## config.mk

```make
export PLATFORM = sky130hd
export DESIGN_NAME = row_column_checksum_inserter_core
export DESIGN_NICKNAME = d
export VERILOG_FILES = /design/src/rtl/rcci_pkg.sv /design/src/rtl/rcci_cell.sv /design/src/rtl/row_column_checksum_inserter_core.sv
export SDC_FILE = /design/constraint.sdc
export NUM_CORES = 1
export LEC_CHECK = 0
export ABC_AREA = 1
export BUFFER_PORTS_ARGS = -buffer_cell sky130_fd_sc_hd__buf_2
export CAP_MARGIN = 25
export CORE_ASPECT_RATIO = 1.1
export CORE_MARGIN = 5
export CORE_UTILIZATION = 24
export CTS_CLUSTER_DIAMETER = 60
export DETAILED_ROUTE_END_ITERATION = 8
export SYNTH_ARGS = -nofsm -noshare
export SYNTH_HDL_FRONTEND = slang
export SYNTH_SLANG_ARGS = --single-unit
```

## constraint.sdc

```tcl
create_clock -name clk_i -period 2.8 [get_ports clk_i]
set_clock_uncertainty 0.15 [all_clocks]
set_input_delay 0.56 -clock clk_i [delete_from_list [all_inputs] [get_ports clk_i]]
set_output_delay 0.56 -clock clk_i [all_outputs]
set_load 0.05 [all_outputs]
```

## src/rtl/rcci_pkg.sv

```systemverilog
// Shared types and constants for the row and column checksum inserter.
package rcci_pkg;

  // Width of every running sum, row and column alike.
  localparam int unsigned SumW = 16;

  // Width of one stream byte.
  localparam int unsigned ByteW = 8;

  // Input function codes.
  localparam logic FUNC_DATA = 1'b0;
  localparam logic FUNC_END  = 1'b1;

  // Kind codes carried with each output beat.
  typedef enum logic [1:0] {
    KIND_DATA    = 2'd0,
    KIND_PAD     = 2'd1,
    KIND_ROW_SUM = 2'd2,
    KIND_COL_SUM = 2'd3
  } kind_e;

  // Sequencer states.
  typedef enum logic [2:0] {
    ST_IDLE,
    ST_PAD,
    ST_ROW_LO,
    ST_ROW_HI,
    ST_COL_LO,
    ST_COL_HI
  } state_e;

  // Ring control: shift goes to every column cell, clear and add to the tail cell only.
  typedef struct packed {
    logic             shift;
    logic             clr;
    logic [ByteW-1:0] add;
  } ring_ctrl_t;

endpackage

```

## src/rtl/rcci_cell.sv

```systemverilog
// One column cell: a 16-bit column sum that moves one place along the ring per shift.
module rcci_cell (
  input  logic                             clk_i,
  input  logic                             rst_ni,
  input  logic                             shift_i,
  input  logic                             clr_i,
  input  logic [rcci_pkg::SumW-1:0]        prev_i,
  input  logic [rcci_pkg::ByteW-1:0]       add_i,
  output logic [rcci_pkg::SumW-1:0]        sum_o
);
  import rcci_pkg::*;

  logic [SumW-1:0] sum_d, sum_q;

  // Take the neighbor's sum, plus an optional byte, or clear on the final pass.
  always_comb begin
    sum_d = sum_q;
    if (shift_i) begin
      if (clr_i) begin
        sum_d = '0;
      end else begin
        sum_d = prev_i + {{(SumW-ByteW){1'b0}}, add_i};
      end
    end
  end

  always_ff @(posedge clk_i or negedge rst_ni) begin
    if (!rst_ni) begin
      sum_q <= '0;
    end else begin
      sum_q <= sum_d;
    end
  end

  assign sum_o = sum_q;

endmodule

```

## src/rtl/row_column_checksum_inserter_core.sv

```systemverilog
// Top level of the row and column checksum inserter: sequencer, output register and cell ring.
//
// Bytes are grouped into rows of ROW_BYTES; each row is passed through and followed by its
// 16-bit byte sum, low byte first. The column sums live in a ring of ROW_BYTES+2 cells that
// rotates one place per emitted row byte, so the head cell is always the current column.
// Every output beat passes through the single output register. A data byte that closes a
// row is followed by its two row-sum beats; an end item loads no beat when it is taken, then
// pads a partial row with (ROW_BYTES - filled) zero bytes and its row sum, followed by the
// column sums: low bytes while the ring rotates once, high bytes while it rotates again. No
// new item is accepted until all beats of the current one have been loaded into the output
// register.
module row_column_checksum_inserter_core #(
  parameter int unsigned ROW_BYTES = 12
) (
  input  logic                          clk_i,
  input  logic                          rst_ni,
  input  logic                          in_valid_i,
  output logic                          in_ready_o,
  input  logic                          func_i,
  input  logic [rcci_pkg::ByteW-1:0]    data_byte_i,
  output logic                          out_valid_o,
  input  logic                          out_ready_i,
  output logic [rcci_pkg::ByteW-1:0]    out_byte_o,
  output logic [1:0]                    byte_kind_o,
  output logic                          last_o
);
  import rcci_pkg::*;

  localparam int unsigned NumCols = ROW_BYTES + 2;
  localparam int unsigned PosW    = $clog2(ROW_BYTES + 1);
  localparam int unsigned CntW    = $clog2(NumCols);
  localparam logic [PosW-1:0] PosLast = PosW'(ROW_BYTES - 1);
  localparam logic [CntW-1:0] CntLast = CntW'(NumCols - 1);

  state_e          state_d, state_q;
  logic [PosW-1:0] pos_d, pos_q;
  logic [CntW-1:0] cnt_d, cnt_q;
  logic [SumW-1:0] row_sum_d, row_sum_q;
  logic            flush_d, flush_q;

  logic             out_valid_d, out_valid_q;
  logic [ByteW-1:0] out_byte_d, out_byte_q;
  kind_e            kind_d, kind_q;
  logic             last_d, last_q;

  logic             adv;
  logic             in_acc;
  ring_ctrl_t       ring;
  logic [SumW-1:0]  sums [NumCols];
  logic [SumW-1:0]  head;

  // The output register can take a new beat when empty or being drained.
  assign adv        = !out_valid_q || out_ready_i;
  assign in_ready_o = (state_q == ST_IDLE) && adv;
  assign in_acc     = in_valid_i && in_ready_o;
  assign head       = sums[0];

  // Sequencer: next state, ring control and the next output beat.
  always_comb begin
    state_d     = state_q;
    pos_d       = pos_q;
    cnt_d       = cnt_q;
    row_sum_d   = row_sum_q;
    flush_d     = flush_q;
    out_valid_d = out_valid_q && !out_ready_i;
    out_byte_d  = out_byte_q;
    kind_d      = kind_q;
    last_d      = last_q;
    ring        = '{shift: 1'b0, clr: 1'b0, add: '0};

    unique case (state_q)
      ST_IDLE: begin
        if (in_acc) begin
          if (func_i == FUNC_DATA) begin
            out_valid_d = 1'b1;
            out_byte_d  = data_byte_i;
            kind_d      = KIND_DATA;
            last_d      = (pos_q != PosLast);
            ring        = '{shift: 1'b1, clr: 1'b0, add: data_byte_i};
            row_sum_d   = row_sum_q + {{(SumW-ByteW){1'b0}}, data_byte_i};
            if (pos_q == PosLast) begin
              pos_d   = '0;
              state_d = ST_ROW_LO;
            end else begin
              pos_d = pos_q + 1'b1;
            end
          end else begin
            flush_d = 1'b1;
            state_d = (pos_q != '0) ? ST_PAD : ST_COL_LO;
          end
        end
      end

      ST_PAD: begin
        if (adv) begin
          out_valid_d = 1'b1;
          out_byte_d  = '0;
          kind_d      = KIND_PAD;
          last_d      = 1'b0;
          ring        = '{shift: 1'b1, clr: 1'b0, add: '0};
          if (pos_q == PosLast) begin
            pos_d   = '0;
            state_d = ST_ROW_LO;
          end else begin
            pos_d = pos_q + 1'b1;
          end
        end
      end

      ST_ROW_LO: begin
        if (adv) begin
          out_valid_d = 1'b1;
          out_byte_d  = row_sum_q[ByteW-1:0];
          kind_d      = KIND_ROW_SUM;
          last_d      = 1'b0;
          ring        = '{shift: 1'b1, clr: 1'b0, add: row_sum_q[ByteW-1:0]};
          state_d     = ST_ROW_HI;
        end
      end

      ST_ROW_HI: begin
        if (adv) begin
          out_valid_d = 1'b1;
          out_byte_d  = row_sum_q[SumW-1:ByteW];
          kind_d      = KIND_ROW_SUM;
          last_d      = !flush_q;
          ring        = '{shift: 1'b1, clr: 1'b0, add: row_sum_q[SumW-1:ByteW]};
          row_sum_d   = '0;
          state_d     = flush_q ? ST_COL_LO : ST_IDLE;
        end
      end

      ST_COL_LO: begin
        if (adv) begin
          out_valid_d = 1'b1;
          out_byte_d  = head[ByteW-1:0];
          kind_d      = KIND_COL_SUM;
          last_d      = 1'b0;
          ring        = '{shift: 1'b1, clr: 1'b0, add: '0};
          if (cnt_q == CntLast) begin
            cnt_d   = '0;
            state_d = ST_COL_HI;
          end else begin
            cnt_d = cnt_q + 1'b1;
          end
        end
      end

      ST_COL_HI: begin
        if (adv) begin
          out_valid_d = 1'b1;
          out_byte_d  = head[SumW-1:ByteW];
          kind_d      = KIND_COL_SUM;
          last_d      = (cnt_q == CntLast);
          ring        = '{shift: 1'b1, clr: 1'b1, add: '0};
          if (cnt_q == CntLast) begin
            cnt_d   = '0;
            flush_d = 1'b0;
            state_d = ST_IDLE;
          end else begin
            cnt_d = cnt_q + 1'b1;
          end
        end
      end

      default: begin
        state_d = ST_IDLE;
      end
    endcase
  end

  // Control state.
  always_ff @(posedge clk_i or negedge rst_ni) begin
    if (!rst_ni) begin
      state_q     <= ST_IDLE;
      pos_q       <= '0;
      cnt_q       <= '0;
      row_sum_q   <= '0;
      flush_q     <= 1'b0;
      out_valid_q <= 1'b0;
    end else begin
      state_q     <= state_d;
      pos_q       <= pos_d;
      cnt_q       <= cnt_d;
      row_sum_q   <= row_sum_d;
      flush_q     <= flush_d;
      out_valid_q <= out_valid_d;
    end
  end

  // Output beat payload.
  always_ff @(posedge clk_i) begin
    out_byte_q <= out_byte_d;
    kind_q     <= kind_d;
    last_q     <= last_d;
  end

  // Ring of column cells; the head wraps to the tail picking up the added byte.
  for (genvar k = 0; k < NumCols; k++) begin : g_cell
    if (k == NumCols - 1) begin : g_tail
      rcci_cell u_cell (
        .clk_i   (clk_i),
        .rst_ni  (rst_ni),
        .shift_i (ring.shift),
        .clr_i   (ring.clr),
        .prev_i  (sums[0]),
        .add_i   (ring.add),
        .sum_o   (sums[k])
      );
    end else begin : g_body
      rcci_cell u_cell (
        .clk_i   (clk_i),
        .rst_ni  (rst_ni),
        .shift_i (ring.shift),
        .clr_i   (1'b0),
        .prev_i  (sums[k+1]),
        .add_i   ({ByteW{1'b0}}),
        .sum_o   (sums[k])
      );
    end
  end

  assign out_valid_o = out_valid_q;
  assign out_byte_o  = out_byte_q;
  assign byte_kind_o = kind_q;
  assign last_o      = last_q;

endmodule
```

==> impl_metrics.prom, run 1 <==
# TYPE chip_impl_metric gauge
chip_impl_info{name="outcome",value="finished clean"} 1
chip_impl_metric{name="drt_first_iter_violations",unit=""} 831
chip_impl_metric{name="first_global_vias",unit=""} 8482
chip_impl_metric{name="clkLatencyLatePin",unit="ns"} 0.53
chip_impl_info{name="crit_path_cell_trace",value="buf_6 > nor2_4 > nand2_4 > nor3b_2 > buf_4 > nand3_1 > o21ai_0 > ha_2 > fa_2 > nand2_1 > nand2_1 > nand3_1 > nand2_2 > nand2_1 > nand2_1 > nand3_1 > nand3_1 > nand2_1"} 1
chip_impl_metric{name="netlist.area_leader.share",unit=""} 0.538
chip_impl_metric{name="worst-endpoint-required",unit="ns"} 3.07
chip_impl_metric{name="synth_enable_flop_cells",unit=""} 11
chip_impl_metric{name="async_reset_ff_frac",unit=""} 0.958
chip_impl_metric{name="clockBufferDepth",unit=""} 3
chip_impl_metric{name="floorplan.die.height",unit="um"} 242
chip_impl_metric{name="report.power.total",unit="W"} 0.0151
chip_impl_metric{name="cp.arrival",unit="ns"} 2.91
chip_impl_metric{name="firstDrtPassIters",unit=""} 5
chip_impl_info{name="cts_tree",value="yes"} 1
chip_impl_metric{name="finalNetCount",unit=""} 1424
chip_impl_metric{name="antenna_found_initial",unit=""} 0
chip_impl_metric{name="die_width",unit="um"} 221
chip_impl_metric{name="power.density",unit="mW/mm2"} 1110
chip_impl_metric{name="max_slew_margin",unit=""} 0.490
chip_impl_metric{name="clkSlewWorstSetupHoldPaths",unit="ns"} 0.06
chip_impl_metric{name="core_region_area",unit="mm2"} 0.0487
chip_impl_info{name="worst_path_max_delay_cell",value="sky130_fd_sc_hd__dfrtp_1"} 1
chip_impl_metric{name="avgSynthCellArea",unit="um2"} 8.66
chip_impl_metric{name="detailroute.wirelength.met3",unit="um"} 956
chip_impl_metric{name="crit_path_max_incr_delay",unit="ns"} 0.39
chip_impl_info{name="library_cell_occupying_the_most_area_in_the_post_synthesis_netlist",value="sky130_fd_sc_hd__dfrtp_1"} 1
chip_impl_metric{name="n_antenna_cell",unit=""} 0
chip_impl_metric{name="worst-slew-pin-transition",unit="ns"} 0.765
chip_impl_metric{name="critical_path.max_fanout",unit=""} 7
chip_impl_metric{name="filler_cell_count",unit=""} 5234
chip_impl_info{name="synth_top_cells_by_area",value="sky130_fd_sc_hd__dfrtp_1 54%, sky130_fd_sc_hd__nand2_1 17%, sky130_fd_sc_hd__o21ai_0 4.7%"} 1
chip_impl_metric{name="fp.dieArea",unit="mm2"} 0.0536
chip_impl_metric{name="post_synth_inst_count",unit=""} 1359
chip_impl_info{name="clockRootBuffer",value="sky130_fd_sc_hd__clkbuf_16"} 1
chip_impl_metric{name="timing_hold_violations_final",unit=""} 0
chip_impl_metric{name="global_route_wire_length_before_repair",unit="um"} 41000
chip_impl_metric{name="m1WireLength",unit="um"} 10900
chip_impl_metric{name="wl_met2",unit="um"} 11200
chip_impl_info{name="setup.worst_path.class",value="reg -> reg"} 1
chip_impl_metric{name="rows",unit=""} 85
chip_impl_metric{name="shortest_clock_period_the_worst_path_allows_after_layout",unit="ns"} 2.65
chip_impl_metric{name="drt_drc_violations_left",unit=""} 0
chip_impl_metric{name="place.detailed.hpwl",unit="um"} 15600
chip_impl_metric{name="synth_warnings",unit=""} 0
chip_impl_metric{name="dp_slack",unit="ns"} 0.0334
chip_impl_metric{name="grt_max_degree",unit=""} 174
chip_impl_metric{name="sequential_share_of_the_synthesized_area",unit=""} 0.566
chip_impl_metric{name="fin_ws",unit="ns"} 0.154
chip_impl_metric{name="fmaxAchievable",unit="MHz"} 378
chip_impl_metric{name="detail_route.wl_per_cell",unit="um"} 11.5
chip_impl_info{name="worstSetupStartpointType",value="flip-flop"} 1
chip_impl_metric{name="grt_util_all_layers",unit=""} 0.0860
chip_impl_metric{name="io_buffers",unit=""} 25
chip_impl_info{name="crit_path_end_kind",value="flip-flop"} 1
chip_impl_metric{name="area_growth_syn_to_layout",unit="%"} 15.8
chip_impl_metric{name="routed_wirelength",unit="um"} 23700
chip_impl_metric{name="power.ir.vdd_worst",unit="mV"} 0.946
chip_impl_metric{name="mappedNetlistNets",unit=""} 1392
chip_impl_metric{name="setup-tns-final",unit="ns"} 0
chip_impl_info{name="worstHoldPathType",value="in -> reg"} 1
chip_impl_info{name="cp_common_cell",value="sky130_fd_sc_hd__nand2_1"} 1
chip_impl_metric{name="htreeDepth",unit=""} 1
chip_impl_metric{name="synth.cell_area",unit="mm2"} 0.0118
chip_impl_metric{name="floorplan.initialDensity",unit=""} 0.242
chip_impl_info{name="synth_ff_type",value="sky130_fd_sc_hd__dfrtp_1"} 1
chip_impl_metric{name="number_of_flip_flops_and_latches_in_the_synthesized_netlist",unit=""} 264
chip_impl_info{name="yosys.cell_count.top_type",value="sky130_fd_sc_hd__nand2_1"} 1
chip_impl_metric{name="post_drt_via_cell_ratio",unit=""} 4.20
chip_impl_metric{name="place_congestion",unit=""} 0.889
chip_impl_metric{name="top_level_ports",unit=""} 26
chip_impl_info{name="synth_top_cells_by_count",value="522 x sky130_fd_sc_hd__nand2_1, 253 x sky130_fd_sc_hd__dfrtp_1, 140 x sky130_fd_sc_hd__inv_1, 110 x sky130_fd_sc_hd__o21ai_0, 58 x sky130_fd_sc_hd__o21ai_1"} 1
chip_impl_metric{name="static-leakage-power",unit="nW"} 6.59
chip_impl_info{name="topRoutingLayerUsed",value="met4"} 1
chip_impl_metric{name="final_cycle_utilization_of_the_critical_path",unit=""} 0.945
chip_impl_metric{name="netlist-cell-type-count",unit=""} 43
chip_impl_metric{name="layout-drive-gt1-share",unit=""} 0.0936
chip_impl_metric{name="global_route.overflow_total",unit=""} 0
chip_impl_metric{name="cap_viol_max_count",unit=""} 0
chip_impl_metric{name="ant_nets",unit=""} 0
chip_impl_metric{name="maxSlewViolCount",unit=""} 0
chip_impl_metric{name="final_setup_violation_count",unit=""} 0
chip_impl_metric{name="cts.sinks",unit=""} 264
chip_impl_metric{name="numCtsBuffers",unit=""} 27
chip_impl_metric{name="via_count",unit=""} 8670
## power breakdown
group | leakage [nW] | total (W) | switching [W] | internal (W)
sequential | 3.54 | 0.00591 | 0.000700 | 0.00521
clock | 0.448 | 0.00355 | 0.00147 | 0.00207
combinational | 2.60 | 0.00563 | 0.00392 | 0.00171
## metal layers
| metal | vias to the layer above | track usage |
|---|---|---|
| met2 | 138 | 0.145 |
| met1 | 4139 | 0.115 |
| li1 | 4348 | - |
| met5 | - | 0 |
| met4 | 0 | 0.0234 |
| met3 | 45 | 0.0145 |
## cells in the final DEF (no fill, tap or decap), types with 17 or more instances in the layout
cell type	n
sky130_fd_sc_hd__buf_2	24
sky130_fd_sc_hd__buf_4	22
sky130_fd_sc_hd__clkbuf_16	27
sky130_fd_sc_hd__dfrtp_1	251
sky130_fd_sc_hd__ha_1	17
sky130_fd_sc_hd__inv_1	140
sky130_fd_sc_hd__nand2_1	519
sky130_fd_sc_hd__nand3_1	57
sky130_fd_sc_hd__nor2_1	40
sky130_fd_sc_hd__o21ai_0	107
sky130_fd_sc_hd__o21ai_1	61
## final cells by class
| type | count | area [um2] | area share |
|---|---|---|---|
| Clock inverter | 7 | 58.8 | 0.00431 |
| Multi-Input combinational cell | 894 | 4190 | 0.307 |
| Sequential cell | 264 | 6660 | 0.489 |
| Timing Repair Buffer | 59 | 513 | 0.0376 |
| Clock buffer | 42 | 842 | 0.0618 |
| Inverter | 145 | 549 | 0.0403 |
| Tap cell | 652 | 816 | 0.0599 |
## registers in the layout, indices dropped and copies added, names as in the netlist
name / cells
g_cell.g_body.u_cell.sum_o: 208
row_sum_q: 16
pos_q: 4
state_q: 3
flush_q: 1
out_valid_o: 1
g_cell.g_tail.u_cell.sum_o: 16
cnt_q: 4
last_o: 1
out_byte_o: 8
byte_kind_o: 2
## path summary, 6_finish.rpt
check | end | from | slack, ns | depth (start not counted)
worst min register to register | g_cell[8].g_body.u_cell.sum_o[4] | g_cell[9].g_body.u_cell.sum_o[4] | 0.31 | 2
max in group asynchronous | g_cell[9].g_body.u_cell.sum_o[4] | rst_ni | 1.32 | 3
worst max register to register | g_cell[13].g_tail.u_cell.sum_o[14] | state_q[0] | 0.15 | 18
min in group asynchronous | row_sum_q[10] | rst_ni | 0.46 | 2
worst max-delay path | g_cell[13].g_tail.u_cell.sum_o[14] | state_q[0] | 0.15 | 18
worst min-delay path | out_valid_o | in_valid_i | 0.17 | 3
## repair_timing
item	CTS	global route
endpoints found under the hold margin	65	0
hold buffers	1	0
endpoints found under the setup margin	0	12
gates resized for setup	0	16
setup buffers	0	6
## critical path, delay by kind of cell (launching register included)
kind | cells | cell delay, ns
AO/OA/AOI/OAI | 1 | 0.09
AND/OR/NAND/NOR | 13 | 1.14
adder cells (fa/ha/maj) | 2 | 0.43
buffers and inverters | 2 | 0.32
flip-flops | 1 | 0.39
## stage by stage
| stage | hold WS, ns | utilization | area [um2] | cells |
|---|---|---|---|---|
| floorplan | 0.114 | - | 11800 | 1359 |
| global placement | 0.301 | 0.259 | 12600 | 2007 |
| detailed placement | 0.302 | 0.259 | 12600 | 2007 |
| CTS | 0.133 | 0.278 | 13500 | 2057 |
| global route | 0.185 | 0.280 | 13600 | 2063 |
| finish | 0.165 | 0.280 | 13600 | 2063 |
## cell families after synthesis
kind of cell               share of synthesized area
adders and majority gates                     0.0225
muxes                                       0.000851
buffers and inverters                         0.0815
AOI/OAI and AO/OA                             0.0966
DFF                                            0.566
xor gates and xnor gates                      0.0104
and+or+nand+nor                                0.222
No activity file was read; power rests on OpenSTA's default activity.
==> run 2, diff against run 1 <==
clock period = 2.1 ns   (was 2.8 ns; I/O delays follow)
==> impl_metrics.prom, run 2 (synthesis results as in run 1) <==
# TYPE chip_impl_metric gauge
chip_impl_info{name="outcome",value="finished with violations"} 1
chip_impl_info{name="failed_checks",value="setup timing"} 1
chip_impl_info{name="worst_hold_startpoint",value="in_valid_i"} 1
chip_impl_metric{name="fin_ws",unit="ns"} -0.425
chip_impl_info{name="cts_tree",value="yes"} 1
chip_impl_metric{name="rows",unit=""} 85
chip_impl_metric{name="post_drt_via_cell_ratio",unit=""} 4.27
chip_impl_metric{name="largest_reg_flops",unit=""} 208
chip_impl_info{name="holdPathEnd",value="out_valid_o"} 1
chip_impl_metric{name="grt_max_degree",unit=""} 52
chip_impl_metric{name="clockBufferDepth",unit=""} 3
chip_impl_metric{name="io_buffers",unit=""} 25
chip_impl_info{name="crit_path_cell_trace",value="nor2_4 > nand2_2 > nor3b_2 > buf_4 > nand3_1 > o21ai_1 > ha_1 > a21oi_2 > buf_4 > nand2_4 > buf_4 > xnor2_2 > o22ai_1"} 1
chip_impl_metric{name="antenna_found_initial",unit=""} 0
chip_impl_metric{name="routed_wirelength",unit="um"} 27000
chip_impl_metric{name="cts.sinks",unit=""} 264
chip_impl_metric{name="top_level_ports",unit=""} 26
chip_impl_metric{name="worst_r2r_path_depth",unit=""} 13
chip_impl_metric{name="timing_hold_violations_final",unit=""} 0
chip_impl_metric{name="r2r_setup_slack",unit="ns"} -0.42
chip_impl_info{name="critical_path.reg2reg.endpoint",value="g_cell[13].g_tail.u_cell.sum_o[6]"} 1
chip_impl_metric{name="final_setup_violation_count",unit=""} 86
chip_impl_metric{name="postPlaceCellArea",unit="mm2"} 0.0131
chip_impl_metric{name="place_inst",unit=""} 2059
chip_impl_metric{name="filler_cell_count",unit=""} 5049
chip_impl_metric{name="htreeDepth",unit=""} 1
chip_impl_metric{name="place_congestion",unit=""} 0.862
chip_impl_metric{name="drt_drc_violations_left",unit=""} 0
chip_impl_metric{name="power.ir.vdd_worst",unit="mV"} 0.997
chip_impl_metric{name="grt_util_all_layers",unit=""} 0.0902
chip_impl_metric{name="fmaxAchievable",unit="MHz"} 396
chip_impl_metric{name="shortest_clock_period_the_worst_path_allows_after_layout",unit="ns"} 2.52
chip_impl_info{name="grt_setup_unrepaired",value="true"} 1
chip_impl_metric{name="maxSlewViolCount",unit=""} 0
chip_impl_info{name="crit_path_end_kind",value="flip-flop"} 1
chip_impl_metric{name="numCtsBuffers",unit=""} 30
chip_impl_metric{name="instances_no_fill",unit=""} 2147
chip_impl_metric{name="area_growth_syn_to_layout",unit="%"} 29.3
chip_impl_info{name="worstSetupStartpointType",value="flip-flop"} 1
chip_impl_metric{name="fp.dieArea",unit="mm2"} 0.0536
chip_impl_metric{name="firstDrtPassIters",unit=""} 5
chip_impl_metric{name="cap_viol_max_count",unit=""} 0
chip_impl_metric{name="core_region_area",unit="mm2"} 0.0487
chip_impl_metric{name="drt_first_iter_violations",unit=""} 751
chip_impl_metric{name="die_width",unit="um"} 221
chip_impl_info{name="worstReg2RegStart",value="state_q[1]"} 1
chip_impl_metric{name="min_path_cells",unit=""} 4
chip_impl_info{name="worstHoldPathType",value="in -> reg"} 1
chip_impl_metric{name="max_slew_margin",unit=""} 0.708
chip_impl_info{name="worst_path_dominant_cell_family",value="simple AND/OR/NAND/NOR gates"} 1
chip_impl_metric{name="floorplan.die.height",unit="um"} 242
chip_impl_metric{name="clkLatencyLatePin",unit="ns"} 0.55
chip_impl_metric{name="hold_slack",unit="ns"} 0.0764
chip_impl_metric{name="critical_path.max_fanout",unit=""} 7
chip_impl_metric{name="clkSlewWorstSetupHoldPaths",unit="ns"} 0.06
chip_impl_info{name="clockRootBuffer",value="sky130_fd_sc_hd__clkbuf_16"} 1
chip_impl_metric{name="via_count",unit=""} 9170
chip_impl_metric{name="cp.arrival",unit="ns"} 2.80
chip_impl_metric{name="place.detailed.hpwl",unit="um"} 16800
chip_impl_info{name="startpoint",value="state_q[1]"} 1
chip_impl_metric{name="ant_nets",unit=""} 0
chip_impl_metric{name="final_cell_area",unit="mm2"} 0.0152
chip_impl_metric{name="global_route_wire_length_before_repair",unit="um"} 42600
chip_impl_metric{name="static-leakage-power",unit="nW"} 7.33
chip_impl_metric{name="n_antenna_cell",unit=""} 0
chip_impl_metric{name="detail_route.wl_per_cell",unit="um"} 12.6
chip_impl_info{name="final_common_cell",value="sky130_fd_sc_hd__nand2_1"} 1
chip_impl_metric{name="final_cycle_utilization_of_the_critical_path",unit=""} 1.20
chip_impl_metric{name="crit_path_max_incr_delay",unit="ns"} 0.43
chip_impl_metric{name="worst-endpoint-required",unit="ns"} 2.38
chip_impl_info{name="commonest_cells_after_routing_fill_and_taps_aside",value="472 x sky130_fd_sc_hd__nand2_1, 251 x sky130_fd_sc_hd__dfrtp_1, 134 x sky130_fd_sc_hd__inv_1"} 1
chip_impl_metric{name="first_global_vias",unit=""} 8787
chip_impl_info{name="setup.worst_path.class",value="reg -> reg"} 1
chip_impl_info{name="cp_common_cell",value="sky130_fd_sc_hd__buf_4"} 1
chip_impl_metric{name="floorplan.initialDensity",unit=""} 0.242
chip_impl_metric{name="layout-drive-gt1-share",unit=""} 0.213
chip_impl_metric{name="power.density",unit="mW/mm2"} 1580
chip_impl_info{name="worst_path_max_delay_cell",value="sky130_fd_sc_hd__dfrtp_1"} 1
chip_impl_metric{name="global_route.overflow_total",unit=""} 0
chip_impl_metric{name="finalNetCount",unit=""} 1506
chip_impl_metric{name="cp_num_buf_inv",unit=""} 3
chip_impl_metric{name="worst-slew-pin-transition",unit="ns"} 0.438
==> run 2: repair_timing <==
item / in CTS / in global routing
gates cloned: 0 / 16
resized for setup: 32 / 165
endpoints found under the hold margin: 56 / 0
pin swaps: 18 / 45
setup buffers: 5 / 12
endpoints found under the setup margin: 16 / 70
hold buffers: 1 / 0
==> run 2: layout make-up <==
| cell class | count | area [um2] | area share |
|---|---|---|---|
| flip-flops and latches | 264 | 6660 | 0.438 |
| multi-input cells | 894 | 4620 | 0.304 |
| repair buffers | 136 | 1480 | 0.0974 |
| clock buffers | 42 | 867 | 0.0570 |
| well taps | 652 | 816 | 0.0536 |
| inverters | 145 | 571 | 0.0375 |
| clock inverters | 12 | 164 | 0.0108 |
| repair inverters | 2 | 27.5 | 0.00181 |
==> run 2: report_power, final <==
part | internal [W] | switching, W | total, W
Sequential | 0.00695 | 0.000953 | 0.00790
Clock | 0.00327 | 0.00213 | 0.00540
Combinational | 0.00436 | 0.00633 | 0.0107
Total | 0.0146 | 0.00942 | 0.0240
==> run 2: how the worst max path moves through the flow <==
stage                                               to  slack, ns  depth (start not counted)
floorplan           g_cell[13].g_tail.u_cell.sum_o[14]      -0.37                         17
global placement    g_cell[13].g_tail.u_cell.sum_o[14]      -0.42                         19
detailed placement  g_cell[13].g_tail.u_cell.sum_o[14]      -0.49                         19
CTS                 g_cell[13].g_tail.u_cell.sum_o[15]      -0.36                         18
global route        g_cell[13].g_tail.u_cell.sum_o[15]      -0.57                         17
finish               g_cell[13].g_tail.u_cell.sum_o[6]      -0.42                         13
==> run 2: worst reg2reg max path: stages (launching register included) <==
cell and delay [ns]:
sky130_fd_sc_hd__dfrtp_1 0.43, sky130_fd_sc_hd__nor2_4 0.14, sky130_fd_sc_hd__nand2_2 0.07, sky130_fd_sc_hd__nor3b_2 0.20, sky130_fd_sc_hd__buf_4 0.19, sky130_fd_sc_hd__nand3_1 0.07, sky130_fd_sc_hd__o21ai_1 0.10, sky130_fd_sc_hd__ha_1 0.31
sky130_fd_sc_hd__a21oi_2 0.19, sky130_fd_sc_hd__buf_4 0.14, sky130_fd_sc_hd__nand2_4 0.06, sky130_fd_sc_hd__buf_4 0.15, sky130_fd_sc_hd__xnor2_2 0.14, sky130_fd_sc_hd__o22ai_1 0.09
==> run 2: per-stage QoR <==
step / utilization / setup WS, ns / total power (W) / TNS (ns)
6_report: 0.312 / -0.425 / 0.0240 / -6.39
2_1_floorplan: - / -0.374 / 0.0139 / -4.07
3_3_place_gp: 0.269 / -0.424 / 0.0161 / -4.71
5_1_grt: 0.312 / -0.571 / 0.0255 / -19.29
3_5_place_dp: 0.269 / -0.488 / 0.0163 / -5.43
4_1_cts: 0.294 / -0.364 / 0.0219 / -4.54
==> run 2: metal layers <==
layer | part of all wire | up-vias | track usage
li1 | - | 4547 | -
met1 | 0.47 | 4457 | 0.121
met2 | 0.48 | 120 | 0.154
met3 | 0.027 | 46 | 0.0118
met4 | 0.024 | 0 | 0.0246
met5 | 0 | - | 0
